$ cat config.mk
export PLATFORM = sky130hd
export DESIGN_NAME = gain_and_peak_db_meter_top
export DESIGN_NICKNAME = d
export VERILOG_FILES = /design/src/design/gpdm_pkg.sv /design/src/design/gain_and_peak_db_meter_top.sv /design/src/design/gpdm_front.sv /design/src/design/gpdm_queue.sv /design/src/design/gpdm_db_conv.sv /design/src/design/gpdm_back.sv
export SDC_FILE = /design/constraint.sdc
export NUM_CORES = 2
export LEC_CHECK = 0
export BUFFER_PORTS_ARGS = -buffer_cell sky130_fd_sc_hd__buf_2
export CAP_MARGIN = 25
export CELL_PAD_IN_SITES_DETAIL_PLACEMENT = 0
export CELL_PAD_IN_SITES_GLOBAL_PLACEMENT = 1
export CORE_AREA = 2 2 516 518
export DETAILED_ROUTE_END_ITERATION = 6
export DIE_AREA = 0 0 518 520
export PLACE_DENSITY = 0.6
export SYNTH_ARGS = -nofsm -noshare
export SYNTH_HDL_FRONTEND = slang
export SYNTH_SLANG_ARGS = --single-unit
$ cat constraint.sdc
create_clock -name clk -period 12.19 [get_ports clk]
set_clock_uncertainty 0.2 [all_clocks]
set_input_delay 2.438 -clock clk [delete_from_list [all_inputs] [get_ports clk]]
set_output_delay 2.438 -clock clk [all_outputs]
set_load 0.005 [all_outputs]
$ cat src/design/gpdm_pkg.sv
package gpdm_pkg;

    localparam int DB_W   = 12;
    localparam int GAIN_W = 16;
    localparam int CH_W   = 3;

    localparam logic signed [DB_W-1:0] DB_FLOOR    = -12'sd960;
    localparam logic signed [DB_W-1:0] DB_MIN      = -12'sd1600;
    localparam logic signed [DB_W-1:0] LOUD_OFFSET = 12'sd8;

    localparam logic [GAIN_W-1:0] GAIN_MAX   = 16'd32768;
    localparam logic [GAIN_W-1:0] GAIN_RESET = 16'd16384;

    localparam logic [CH_W-1:0] CH_LEFT  = 3'd0;
    localparam logic [CH_W-1:0] CH_RIGHT = 3'd1;

    typedef struct packed {
        logic                   done;
        logic signed [DB_W-1:0] db;
    } conv_rsp_t;

endpackage

$ cat src/design/gain_and_peak_db_meter_top.sv
// Channel  Dir  Handshake            Contents
// s_*      in   s_tvalid / s_tready  s_tdata: sample_in, channel_index; s_tlast: block_end
// m_*      out  m_tvalid / m_tready  m_tdata: sample, left, right, loudness; m_tuser: valid
// cfg_*    in   cfg_wr_en            cfg_index selects running or master_gain, cfg_data
//
// Samples pass through the gain stage register and then enter a four-entry queue; plain
// items leave at one per clock when the output side is free, so input keeps flowing
// while the output side stalls, until the queue and the gain stage register are full.
// An item that closes a block while running holds the output side until the shared log2
// unit has turned both peaks into decibels, each by normalizing shifts and sixteen squarings.
// Reset stops the block, sets unity gain, clears the peaks and sets the meters to -60 dB.
module gain_and_peak_db_meter_top
    import gpdm_pkg::*;
#(
    parameter  int SAMPLE_BITS = 24,
    localparam int IN_W        = ((SAMPLE_BITS + CH_W + 7) / 8) * 8,
    localparam int OUT_W       = ((SAMPLE_BITS + 3 * DB_W + 7) / 8) * 8
)
(
    input  logic              clk,
    input  logic              rst_n,
    input  logic              s_tvalid,
    output logic              s_tready,
    input  logic [IN_W-1:0]   s_tdata,   // sample_in, channel_index
    input  logic              s_tlast,
    output logic              m_tvalid,
    input  logic              m_tready,
    output logic [OUT_W-1:0]  m_tdata,   // sample_out, left_peak_db, right_peak_db, loudness_db
    output logic              m_tuser,   // meters_valid
    input  logic              cfg_wr_en,
    input  logic              cfg_index,
    input  logic [GAIN_W-1:0] cfg_data
);

    localparam int ENTRY_W     = 3 * SAMPLE_BITS + 1;
    localparam int QUEUE_DEPTH = 4;
    localparam logic REG_RUNNING = 1'b0;
    localparam logic REG_GAIN    = 1'b1;

    logic                    running_reg, running_next;
    logic [GAIN_W-1:0]       gain_reg, gain_next;

    logic                    push;
    logic [ENTRY_W-1:0]      push_data;
    logic                    q_pop;
    logic [ENTRY_W-1:0]      q_data;
    logic                    q_full;
    logic                    q_empty;
    logic                    conv_start;
    logic [SAMPLE_BITS-1:0]  conv_mag;
    conv_rsp_t               conv_rsp;

    always_comb
    begin
        running_next = running_reg;
        gain_next    = gain_reg;
        if (cfg_wr_en)
        begin
            unique case (cfg_index)
                REG_RUNNING:
                begin
                    running_next = cfg_data[0];
                end
                REG_GAIN:
                begin
                    gain_next = (cfg_data > GAIN_MAX) ? GAIN_MAX : cfg_data;
                end
            endcase
        end
    end

    always_ff @(posedge clk or negedge rst_n)
    begin
        if (!rst_n)
        begin
            running_reg <= 1'b0;
            gain_reg    <= GAIN_RESET;
        end
        else
        begin
            running_reg <= running_next;
            gain_reg    <= gain_next;
        end
    end

    gpdm_front #(
        .SAMPLE_BITS (SAMPLE_BITS)
    ) u_front (
        .clk           (clk),
        .rst_n         (rst_n),
        .running       (running_reg),
        .gain          (gain_reg),
        .in_valid      (s_tvalid),
        .in_ready      (s_tready),
        .sample_in     ($signed(s_tdata[SAMPLE_BITS-1:0])),
        .channel_index (s_tdata[SAMPLE_BITS+CH_W-1:SAMPLE_BITS]),
        .block_end     (s_tlast),
        .push          (push),
        .push_data     (push_data),
        .q_full        (q_full)
    );

    gpdm_queue #(
        .WIDTH (ENTRY_W),
        .DEPTH (QUEUE_DEPTH)
    ) u_queue (
        .clk       (clk),
        .rst_n     (rst_n),
        .push      (push),
        .push_data (push_data),
        .pop       (q_pop),
        .head_data (q_data),
        .full      (q_full),
        .empty     (q_empty)
    );

    gpdm_db_conv #(
        .SAMPLE_BITS (SAMPLE_BITS)
    ) u_db_conv (
        .clk   (clk),
        .rst_n (rst_n),
        .start (conv_start),
        .mag   (conv_mag),
        .rsp   (conv_rsp)
    );

    gpdm_back #(
        .SAMPLE_BITS (SAMPLE_BITS)
    ) u_back (
        .clk        (clk),
        .rst_n      (rst_n),
        .q_empty    (q_empty),
        .q_data     (q_data),
        .q_pop      (q_pop),
        .conv_start (conv_start),
        .conv_mag   (conv_mag),
        .conv_rsp   (conv_rsp),
        .out_valid  (m_tvalid),
        .out_ready  (m_tready),
        .out_data   (m_tdata),
        .out_user   (m_tuser)
    );

endmodule

$ cat src/design/gpdm_front.sv
module gpdm_front
    import gpdm_pkg::*;
#(
    parameter  int SAMPLE_BITS = 24,
    localparam int ENTRY_W     = 3 * SAMPLE_BITS + 1
)
(
    input  logic                          clk,
    input  logic                          rst_n,
    input  logic                          running,
    input  logic [GAIN_W-1:0]             gain,
    input  logic                          in_valid,
    output logic                          in_ready,
    input  logic signed [SAMPLE_BITS-1:0] sample_in,
    input  logic [CH_W-1:0]               channel_index,
    input  logic                          block_end,
    output logic                          push,
    output logic [ENTRY_W-1:0]            push_data,
    input  logic                          q_full
);

    localparam int PROD_W = SAMPLE_BITS + GAIN_W + 1;
    localparam int Q_W    = SAMPLE_BITS + 3;
    localparam logic signed [PROD_W-1:0] ROUND_HALF = PROD_W'(8192);

    logic                          s1_valid_reg, s1_valid_next;
    logic signed [PROD_W-1:0]      prod_reg, prod_next;
    logic signed [SAMPLE_BITS-1:0] samp_reg;
    logic [CH_W-1:0]               ch_reg;
    logic                          last_reg;
    logic [SAMPLE_BITS-1:0]        left_peak_reg, left_peak_next;
    logic [SAMPLE_BITS-1:0]        right_peak_reg, right_peak_next;

    logic                          accept;
    logic [Q_W-1:0]                q_val;
    logic [3:0]                    q_top;
    logic [SAMPLE_BITS-1:0]        y_gain;
    logic [SAMPLE_BITS-1:0]        y;
    logic [SAMPLE_BITS-1:0]        mag;
    logic [SAMPLE_BITS-1:0]        left_upd;
    logic [SAMPLE_BITS-1:0]        right_upd;
    logic                          upd;

    assign in_ready = !s1_valid_reg || !q_full;
    assign accept   = in_valid && in_ready;
    assign push     = s1_valid_reg && !q_full;

    assign prod_next = sample_in * $signed({1'b0, gain}) + ROUND_HALF;

    always_comb
    begin
        s1_valid_next = s1_valid_reg;
        if (accept)
        begin
            s1_valid_next = 1'b1;
        end
        else if (push)
        begin
            s1_valid_next = 1'b0;
        end
    end

    // Rounding adds half an LSB before the arithmetic shift; overflow shows as unequal top bits.
    assign q_val = prod_reg[PROD_W-1:14];
    assign q_top = q_val[Q_W-1:SAMPLE_BITS-1];

    always_comb
    begin
        if ((&q_top) || !(|q_top))
        begin
            y_gain = q_val[SAMPLE_BITS-1:0];
        end
        else if (q_top[3])
        begin
            y_gain = {1'b1, {(SAMPLE_BITS-1){1'b0}}};
        end
        else
        begin
            y_gain = {1'b0, {(SAMPLE_BITS-1){1'b1}}};
        end
    end

    assign y   = running ? y_gain : samp_reg;
    assign mag = y[SAMPLE_BITS-1] ? (~y + 1'b1) : y;

    always_comb
    begin
        left_upd  = left_peak_reg;
        right_upd = right_peak_reg;
        upd       = 1'b0;
        if (push && running)
        begin
            if (ch_reg == CH_LEFT && mag > left_peak_reg)
            begin
                left_upd = mag;
            end
            if (ch_reg == CH_RIGHT && mag > right_peak_reg)
            begin
                right_upd = mag;
            end
            upd = last_reg;
        end
        left_peak_next  = upd ? '0 : left_upd;
        right_peak_next = upd ? '0 : right_upd;
        push_data       = {upd, right_upd, left_upd, y};
    end

    always_ff @(posedge clk or negedge rst_n)
    begin
        if (!rst_n)
        begin
            s1_valid_reg   <= 1'b0;
            left_peak_reg  <= '0;
            right_peak_reg <= '0;
        end
        else
        begin
            s1_valid_reg   <= s1_valid_next;
            left_peak_reg  <= left_peak_next;
            right_peak_reg <= right_peak_next;
        end
    end

    always_ff @(posedge clk)
    begin
        if (accept)
        begin
            prod_reg <= prod_next;
            samp_reg <= sample_in;
            ch_reg   <= channel_index;
            last_reg <= block_end;
        end
    end

endmodule

$ cat src/design/gpdm_queue.sv
module gpdm_queue
#(
    parameter int WIDTH = 8,
    parameter int DEPTH = 4
)
(
    input  logic             clk,
    input  logic             rst_n,
    input  logic             push,
    input  logic [WIDTH-1:0] push_data,
    input  logic             pop,
    output logic [WIDTH-1:0] head_data,
    output logic             full,
    output logic             empty
);

    localparam int PTR_W = $clog2(DEPTH);
    localparam int CNT_W = $clog2(DEPTH + 1);
    localparam logic [PTR_W-1:0] PTR_LAST = PTR_W'(DEPTH - 1);

    logic [WIDTH-1:0] slot_reg [DEPTH];
    logic [PTR_W-1:0] wr_ptr_reg, wr_ptr_next;
    logic [PTR_W-1:0] rd_ptr_reg, rd_ptr_next;
    logic [CNT_W-1:0] count_reg, count_next;

    assign full      = count_reg == CNT_W'(DEPTH);
    assign empty     = count_reg == '0;
    assign head_data = slot_reg[rd_ptr_reg];

    always_comb
    begin
        wr_ptr_next = wr_ptr_reg;
        rd_ptr_next = rd_ptr_reg;
        count_next  = count_reg;
        if (push)
        begin
            wr_ptr_next = (wr_ptr_reg == PTR_LAST) ? '0 : wr_ptr_reg + 1'b1;
        end
        if (pop)
        begin
            rd_ptr_next = (rd_ptr_reg == PTR_LAST) ? '0 : rd_ptr_reg + 1'b1;
        end
        if (push && !pop)
        begin
            count_next = count_reg + 1'b1;
        end
        else if (pop && !push)
        begin
            count_next = count_reg - 1'b1;
        end
    end

    always_ff @(posedge clk or negedge rst_n)
    begin
        if (!rst_n)
        begin
            wr_ptr_reg <= '0;
            rd_ptr_reg <= '0;
            count_reg  <= '0;
        end
        else
        begin
            wr_ptr_reg <= wr_ptr_next;
            rd_ptr_reg <= rd_ptr_next;
            count_reg  <= count_next;
        end
    end

    always_ff @(posedge clk)
    begin
        if (push)
        begin
            slot_reg[wr_ptr_reg] <= push_data;
        end
    end

endmodule

$ cat src/design/gpdm_db_conv.sv
module gpdm_db_conv
    import gpdm_pkg::*;
#(
    parameter int SAMPLE_BITS = 24
)
(
    input  logic                   clk,
    input  logic                   rst_n,
    input  logic                   start,
    input  logic [SAMPLE_BITS-1:0] mag,
    output conv_rsp_t              rsp
);

    localparam int EW     = $clog2(SAMPLE_BITS);
    localparam int FRAC_W = 16;
    localparam int NLW    = EW + FRAC_W;
    localparam int SCALE_W = 23;
    localparam int PRW    = NLW + SCALE_W + 1;
    localparam int QW     = PRW - 32;
    localparam logic [SAMPLE_BITS-1:0] THRESH =
        SAMPLE_BITS'((64'd1 << (SAMPLE_BITS - 1)) / 64'd100000);
    localparam logic [EW-1:0]      E_TOP     = EW'(SAMPLE_BITS - 1);
    localparam logic [SCALE_W-1:0] DB_SCALE  = 23'd6313057;
    localparam logic [PRW-1:0]     ROUND_Q   = PRW'(64'd1 << 31);
    localparam logic [QW-1:0]      MIN_MAG   = QW'(1600);
    localparam logic [3:0]         ITER_LAST = 4'd15;

    typedef enum logic [5:0] {
        C_IDLE = 6'b000001,
        C_NORM = 6'b000010,
        C_SQ   = 6'b000100,
        C_NRM  = 6'b001000,
        C_MUL  = 6'b010000,
        C_FIN  = 6'b100000
    } conv_state_t;

    conv_state_t         state_reg, state_next;
    logic [31:0]         x_reg, x_next;
    logic [EW-1:0]       e_reg, e_next;
    logic [FRAC_W-1:0]   frac_reg, frac_next;
    logic [3:0]          iter_reg, iter_next;
    logic [63:0]         sq_reg, sq_next;
    logic [PRW-1:0]      prod_reg, prod_next;
    logic                floor_reg, floor_next;

    logic [32:0]         xs;
    logic [NLW-1:0]      nl;
    logic [QW-1:0]       q;

    assign xs = sq_reg[63:31];
    assign nl = {E_TOP - e_reg, {FRAC_W{1'b0}}} - NLW'(frac_reg);
    assign q  = prod_reg[PRW-1:32];

    always_comb
    begin
        state_next = state_reg;
        x_next     = x_reg;
        e_next     = e_reg;
        frac_next  = frac_reg;
        iter_next  = iter_reg;
        sq_next    = sq_reg;
        prod_next  = prod_reg;
        floor_next = floor_reg;
        unique case (state_reg)
            C_IDLE, C_FIN:
            begin
                if (start)
                begin
                    floor_next = mag <= THRESH;
                    x_next     = 32'(mag) << (32 - SAMPLE_BITS);
                    e_next     = E_TOP;
                    frac_next  = '0;
                    iter_next  = '0;
                    state_next = (mag <= THRESH) ? C_FIN : C_NORM;
                end
                else
                begin
                    state_next = C_IDLE;
                end
            end
            C_NORM:
            begin
                if (x_reg[31])
                begin
                    state_next = C_SQ;
                end
                else
                begin
                    x_next = x_reg << 1;
                    e_next = e_reg - 1'b1;
                end
            end
            C_SQ:
            begin
                sq_next    = 64'(x_reg) * 64'(x_reg);
                state_next = C_NRM;
            end
            C_NRM:
            begin
                frac_next = {frac_reg[FRAC_W-2:0], xs[32]};
                x_next    = xs[32] ? xs[32:1] : xs[31:0];
                if (iter_reg == ITER_LAST)
                begin
                    state_next = C_MUL;
                end
                else
                begin
                    iter_next  = iter_reg + 1'b1;
                    state_next = C_SQ;
                end
            end
            C_MUL:
            begin
                prod_next  = PRW'(nl) * PRW'(DB_SCALE) + ROUND_Q;
                state_next = C_FIN;
            end
            default:
            begin
                state_next = C_IDLE;
            end
        endcase
    end

    always_comb
    begin
        rsp.done = state_reg == C_FIN;
        if (floor_reg)
        begin
            rsp.db = DB_FLOOR;
        end
        else if (q > MIN_MAG)
        begin
            rsp.db = DB_MIN;
        end
        else
        begin
            rsp.db = -$signed(DB_W'(q));
        end
    end

    always_ff @(posedge clk or negedge rst_n)
    begin
        if (!rst_n)
        begin
            state_reg <= C_IDLE;
        end
        else
        begin
            state_reg <= state_next;
        end
    end

    always_ff @(posedge clk)
    begin
        x_reg     <= x_next;
        e_reg     <= e_next;
        frac_reg  <= frac_next;
        iter_reg  <= iter_next;
        sq_reg    <= sq_next;
        prod_reg  <= prod_next;
        floor_reg <= floor_next;
    end

endmodule

$ cat src/design/gpdm_back.sv
module gpdm_back
    import gpdm_pkg::*;
#(
    parameter  int SAMPLE_BITS = 24,
    localparam int ENTRY_W     = 3 * SAMPLE_BITS + 1,
    localparam int OUT_W       = ((SAMPLE_BITS + 3 * DB_W + 7) / 8) * 8
)
(
    input  logic                   clk,
    input  logic                   rst_n,
    input  logic                   q_empty,
    input  logic [ENTRY_W-1:0]     q_data,
    output logic                   q_pop,
    output logic                   conv_start,
    output logic [SAMPLE_BITS-1:0] conv_mag,
    input  conv_rsp_t              conv_rsp,
    output logic                   out_valid,
    input  logic                   out_ready,
    output logic [OUT_W-1:0]       out_data,
    output logic                   out_user
);

    typedef enum logic [3:0] {
        B_IDLE  = 4'b0001,
        B_LEFT  = 4'b0010,
        B_RIGHT = 4'b0100,
        B_EMIT  = 4'b1000
    } back_state_t;

    back_state_t             state_reg, state_next;
    logic [SAMPLE_BITS-1:0]  samp_reg, samp_next;
    logic [SAMPLE_BITS-1:0]  right_mag_reg, right_mag_next;
    logic signed [DB_W-1:0]  dl_reg, dl_next;
    logic signed [DB_W-1:0]  dr_reg, dr_next;
    logic signed [DB_W-1:0]  held_left_reg, held_left_next;
    logic signed [DB_W-1:0]  held_right_reg, held_right_next;
    logic signed [DB_W-1:0]  held_loud_reg, held_loud_next;
    logic                    out_valid_reg, out_valid_next;
    logic [OUT_W-1:0]        out_data_reg, out_data_next;
    logic                    out_user_reg, out_user_next;

    logic                    e_upd;
    logic [SAMPLE_BITS-1:0]  e_right;
    logic [SAMPLE_BITS-1:0]  e_left;
    logic [SAMPLE_BITS-1:0]  e_samp;
    logic                    out_free;
    logic signed [DB_W-1:0]  loud_new;

    assign e_upd   = q_data[ENTRY_W-1];
    assign e_right = q_data[3*SAMPLE_BITS-1:2*SAMPLE_BITS];
    assign e_left  = q_data[2*SAMPLE_BITS-1:SAMPLE_BITS];
    assign e_samp  = q_data[SAMPLE_BITS-1:0];

    assign out_free = !out_valid_reg || out_ready;
    assign loud_new = ((dl_reg > dr_reg) ? dl_reg : dr_reg) - LOUD_OFFSET;

    assign out_valid = out_valid_reg;
    assign out_data  = out_data_reg;
    assign out_user  = out_user_reg;

    always_comb
    begin
        state_next      = state_reg;
        samp_next       = samp_reg;
        right_mag_next  = right_mag_reg;
        dl_next         = dl_reg;
        dr_next         = dr_reg;
        held_left_next  = held_left_reg;
        held_right_next = held_right_reg;
        held_loud_next  = held_loud_reg;
        out_valid_next  = out_valid_reg && !out_ready;
        out_data_next   = out_data_reg;
        out_user_next   = out_user_reg;
        q_pop           = 1'b0;
        conv_start      = 1'b0;
        conv_mag        = e_left;
        unique case (state_reg)
            B_IDLE:
            begin
                if (!q_empty)
                begin
                    if (e_upd)
                    begin
                        q_pop          = 1'b1;
                        conv_start     = 1'b1;
                        samp_next      = e_samp;
                        right_mag_next = e_right;
                        state_next     = B_LEFT;
                    end
                    else if (out_free)
                    begin
                        q_pop          = 1'b1;
                        out_valid_next = 1'b1;
                        out_user_next  = 1'b0;
                        out_data_next  = OUT_W'({held_loud_reg, held_right_reg,
                                                 held_left_reg, e_samp});
                    end
                end
            end
            B_LEFT:
            begin
                conv_mag = right_mag_reg;
                if (conv_rsp.done)
                begin
                    dl_next    = conv_rsp.db;
                    conv_start = 1'b1;
                    state_next = B_RIGHT;
                end
            end
            B_RIGHT:
            begin
                if (conv_rsp.done)
                begin
                    dr_next    = conv_rsp.db;
                    state_next = B_EMIT;
                end
            end
            B_EMIT:
            begin
                if (out_free)
                begin
                    held_left_next  = dl_reg;
                    held_right_next = dr_reg;
                    held_loud_next  = loud_new;
                    out_valid_next  = 1'b1;
                    out_user_next   = 1'b1;
                    out_data_next   = OUT_W'({loud_new, dr_reg, dl_reg, samp_reg});
                    state_next      = B_IDLE;
                end
            end
            default:
            begin
                state_next = B_IDLE;
            end
        endcase
    end

    always_ff @(posedge clk or negedge rst_n)
    begin
        if (!rst_n)
        begin
            state_reg      <= B_IDLE;
            held_left_reg  <= DB_FLOOR;
            held_right_reg <= DB_FLOOR;
            held_loud_reg  <= DB_FLOOR - LOUD_OFFSET;
            out_valid_reg  <= 1'b0;
        end
        else
        begin
            state_reg      <= state_next;
            held_left_reg  <= held_left_next;
            held_right_reg <= held_right_next;
            held_loud_reg  <= held_loud_next;
            out_valid_reg  <= out_valid_next;
        end
    end

    always_ff @(posedge clk)
    begin
        samp_reg      <= samp_next;
        right_mag_reg <= right_mag_next;
        dl_reg        <= dl_next;
        dr_reg        <= dr_next;
        out_data_reg  <= out_data_next;
        out_user_reg  <= out_user_next;
    end

endmodule

==> results.cfg <==
[die]
placeableCoreArea_sq_um = 264000
die_w_um = 518
die_h_um = 520
start_util = 0.299
num_rows = 189
die-area_sq_um = 269000
ios = 122

[setup_path]
cpMostUsedCell = fa_1
worstPathCellList = buf_4 > nand2_1 > fa_1 > inv_1 > fa_1 > inv_1 > fa_1 > fa_1 > inv_1 > fa_1 > fa_1 > fa_1 > fa_1 > ha_1 > nand4_1 > nor4_1 > nor4b_1 > a21oi_1 > and3_1 > or4b_1 > and3_1 > a311oi_1
critical_path_class = flip-flop to flip-flop
critical-path-top-delay-family = adder cells
crit_buf_inv = 4
cp.arrival_ns = 9.58
cpPeakStageDelay_ns = 0.81
start_kind = flip-flop
required_ns = 12.46
worst_setup_path_end_kind = flip-flop
reg2reg_from = u_db_conv.x_reg[14]
ff2ff_setup_slack_ns = 2.88
reg2regPathDepth = 22
cp_slowest_cell = edfxtp_1
r2r-end = u_db_conv.sq_reg[63]
crit_fanout = 23

[timing]
hold_viol = 0
maxSlewViolCount = 0
rsz0062_at_grt = no
slew_headroom = 0.294
final.setup.tns_ns = 0
min_period_over_period = 0.764
hold_ws_ns = 0.282
tightest_slew_ns = 1.05
setup_viol = 0
period_minus_slack_ns = 9.31
fmax_ghz = 0.107

[synthesis]
synth_seq_cells = 704
synth-edff-count = 584
yosysSeqAreaShare = 0.261
synthDistinctLibCells = 96
syn_inst = 7300
yosysTopAreaCell = fa_1
synth-main-ff-cell = edfxtp_1
syn_area_sq_um = 78800
yosysTopAreaCellShare = 0.318
yosys-top-cells-area = fa_1, edfxtp_1, ha_1
avgSynthCellArea_sq_um = 10.8
synthArstFlopShare = 0.170
ys_warn_count = 0

[grt]
antenna_found_initial = 2
grt_pass1_vias = 54900
grtUsageTotal = 0.151
grt_pass1_wl_um = 320000
grt_start_max_net_pins = 85
grt_overflow = 0

[detailed_routing]
vias_per_cell = 4.58
num_vias = 49900
wl_per_cell_um = 18.5
firstDrtPassIters = 5
wl_um = 201000
drtIter0Drc = 2758
ant_nets = 0
drc = 0

[min_path]
hp-start = u_back.held_loud_reg[6]
hold_path_class = flip-flop to flip-flop
whs_endpoint = u_back.held_loud_reg[6]
hold_depth = 2

[layout]
largest_reg_flops = 292
nets = 9316
drive_above_1_share = 0.0705
fin_util = 0.326
synthToLayoutAreaGrowth_pct = 9.28

[clock_tree]
clk_pin_slew_ns = 0.06
cts_tree = done
post_cts_buffers = 0
cts.sinks = 704
insertion_delay_ns = 0.67
cts_buffer_depth = 3
cts_resized = 0
hold_buffers = 0
root_buffer = clkbuf_16
cts_inserted_buffers = 77
htree_levels = 3

[flow_run]
drv_cap = 0

[placement]
gp_congestion = 0.813
portBuffers = 112
dp_hpwl_um = 156000

[run_status]
outcome = finished clean
-- cell usage after synthesis, types with 21 or more instances --
cell,count
mux4_2,73
o221ai_1,27
nor2_1,170
edfxtp_1,584
a21o_1,71
a31oi_1,25
nand3_1,51
a211oi_1,34
clkbuf_1,241
and3_1,31
xnor2_1,124
o21bai_1,23
mux2i_1,69
inv_1,1614
ha_1,701
fa_1,1254
nand2_1,737
o21ai_0,145
nor3_1,61
or3_1,21
nor2b_1,48
dfrtp_1,106
a21oi_1,178
xor2_1,66
nand4_1,39
mux2_2,41
and2_1,448
-- layout by cell type, fill, tap and decap left out, types with 11 or more instances in the layout --
cell type  netlist  final
a311oi_1        13     13
a21oi_1        178    177
o21bai_1        23     23
nand2_1        737    736
o221ai_1        27     26
a31oi_1         25     25
fa_1          1254   1254
nor2b_1         48     48
or2_2           12     12
mux2_2          41     41
o211ai_1        16     16
o31ai_1         11     11
mux4_2          73     73
clkbuf_16        0     79
or3_1           21     20
o21ai_0        145    145
ha_1           701    701
clkbuf_1       241     17
dfstp_2         14     14
nand2b_1        16     16
nand3_1         51     51
mux2i_1         69     69
and3_1          31     30
xnor2_1        124    124
nor4_1          20     20
a21o_1          71     71
edfxtp_1       584    584
and2_1         448    443
o21a_1          16     16
a211oi_1        34     33
dfrtp_1        106    104
a31o_2          16     16
buf_4            9     85
inv_1         1614   1613
a22o_1          15     15
xor2_1          66     66
nor3_1          61     61
nor2_1         170    169
nand4_1         39     39
buf_2           17    112
-- metal layers --
metal,vias to the layer above,GRT usage,wire length (um),part of all wire
met4,0,0.0355,4740,0.024
met3,223,0.0168,7440,0.037
li1,23200,-,-,-
met2,863,0.252,95700,0.48
met1,25700,0.211,93500,0.46
met5,-,0,0,0
-- through the flow --
step	instance area [sq um]	instances	worst slack, ns
finish	86200	10900	2.88
global route	86200	10900	2.43
CTS	86100	10900	2.79
detailed placement	83500	10800	2.77
global placement	83400	10800	2.75
floorplan	78900	7303	3.64
-- worst max path at each step --
stage / startpoint / to / slack, ns / cells after the start
after floorplan: s_tdata[12] / u_front.prod_reg[40] / 3.64 / 23
after detailed placement: s_tdata[17] / u_front.prod_reg[40] / 2.77 / 20
after CTS: u_db_conv.x_reg[14] / u_db_conv.sq_reg[63] / 2.79 / 22
final: u_db_conv.x_reg[14] / u_db_conv.sq_reg[63] / 2.88 / 22
after global routing: u_db_conv.x_reg[14] / u_db_conv.sq_reg[63] / 2.43 / 27
after global placement: s_tdata[12] / u_front.prod_reg[40] / 2.75 / 22
-- cells by family (layout without fill, tap and decap cells) --
kind of cell | Yosys count | after routing | share of synthesized area
other | 1 | 5 | 0.0000476
buffers and inverters | 1896 | 1964 | 0.0912
XOR/XNOR | 190 | 190 | 0.0211
adder cells (fa/ha/maj) | 1955 | 1955 | 0.430
flip-flops | 704 | 704 | 0.261
AND/OR/NAND/NOR | 1702 | 1702 | 0.106
multiplexers | 184 | 184 | 0.0356
AO/OA/AOI/OAI | 668 | 668 | 0.0554
-- layout make-up --
class	count	area (sq um)
Inverter	1616	6070
Timing Repair Buffer	204	1350
Sequential cell	704	20600
Antenna cell	1	2.50
Fill cell	26900	178000
Multi-Input combinational cell	4703	51200
Clock inverter	42	449
Clock buffer	102	2120
Tap cell	3533	4420
-- worst min-delay path, delay by kind of cell (launching register included) --
family | cells | cell delay [ns]
DFF | 1 | 0.34
and+or+nand+nor | 1 | 0.05
AOI/OAI and AO/OA | 1 | 0.06
Power is left out: the tool's default activity adds up to more than one toggle a clock period on the data nets, which glitch-free logic cannot reach.
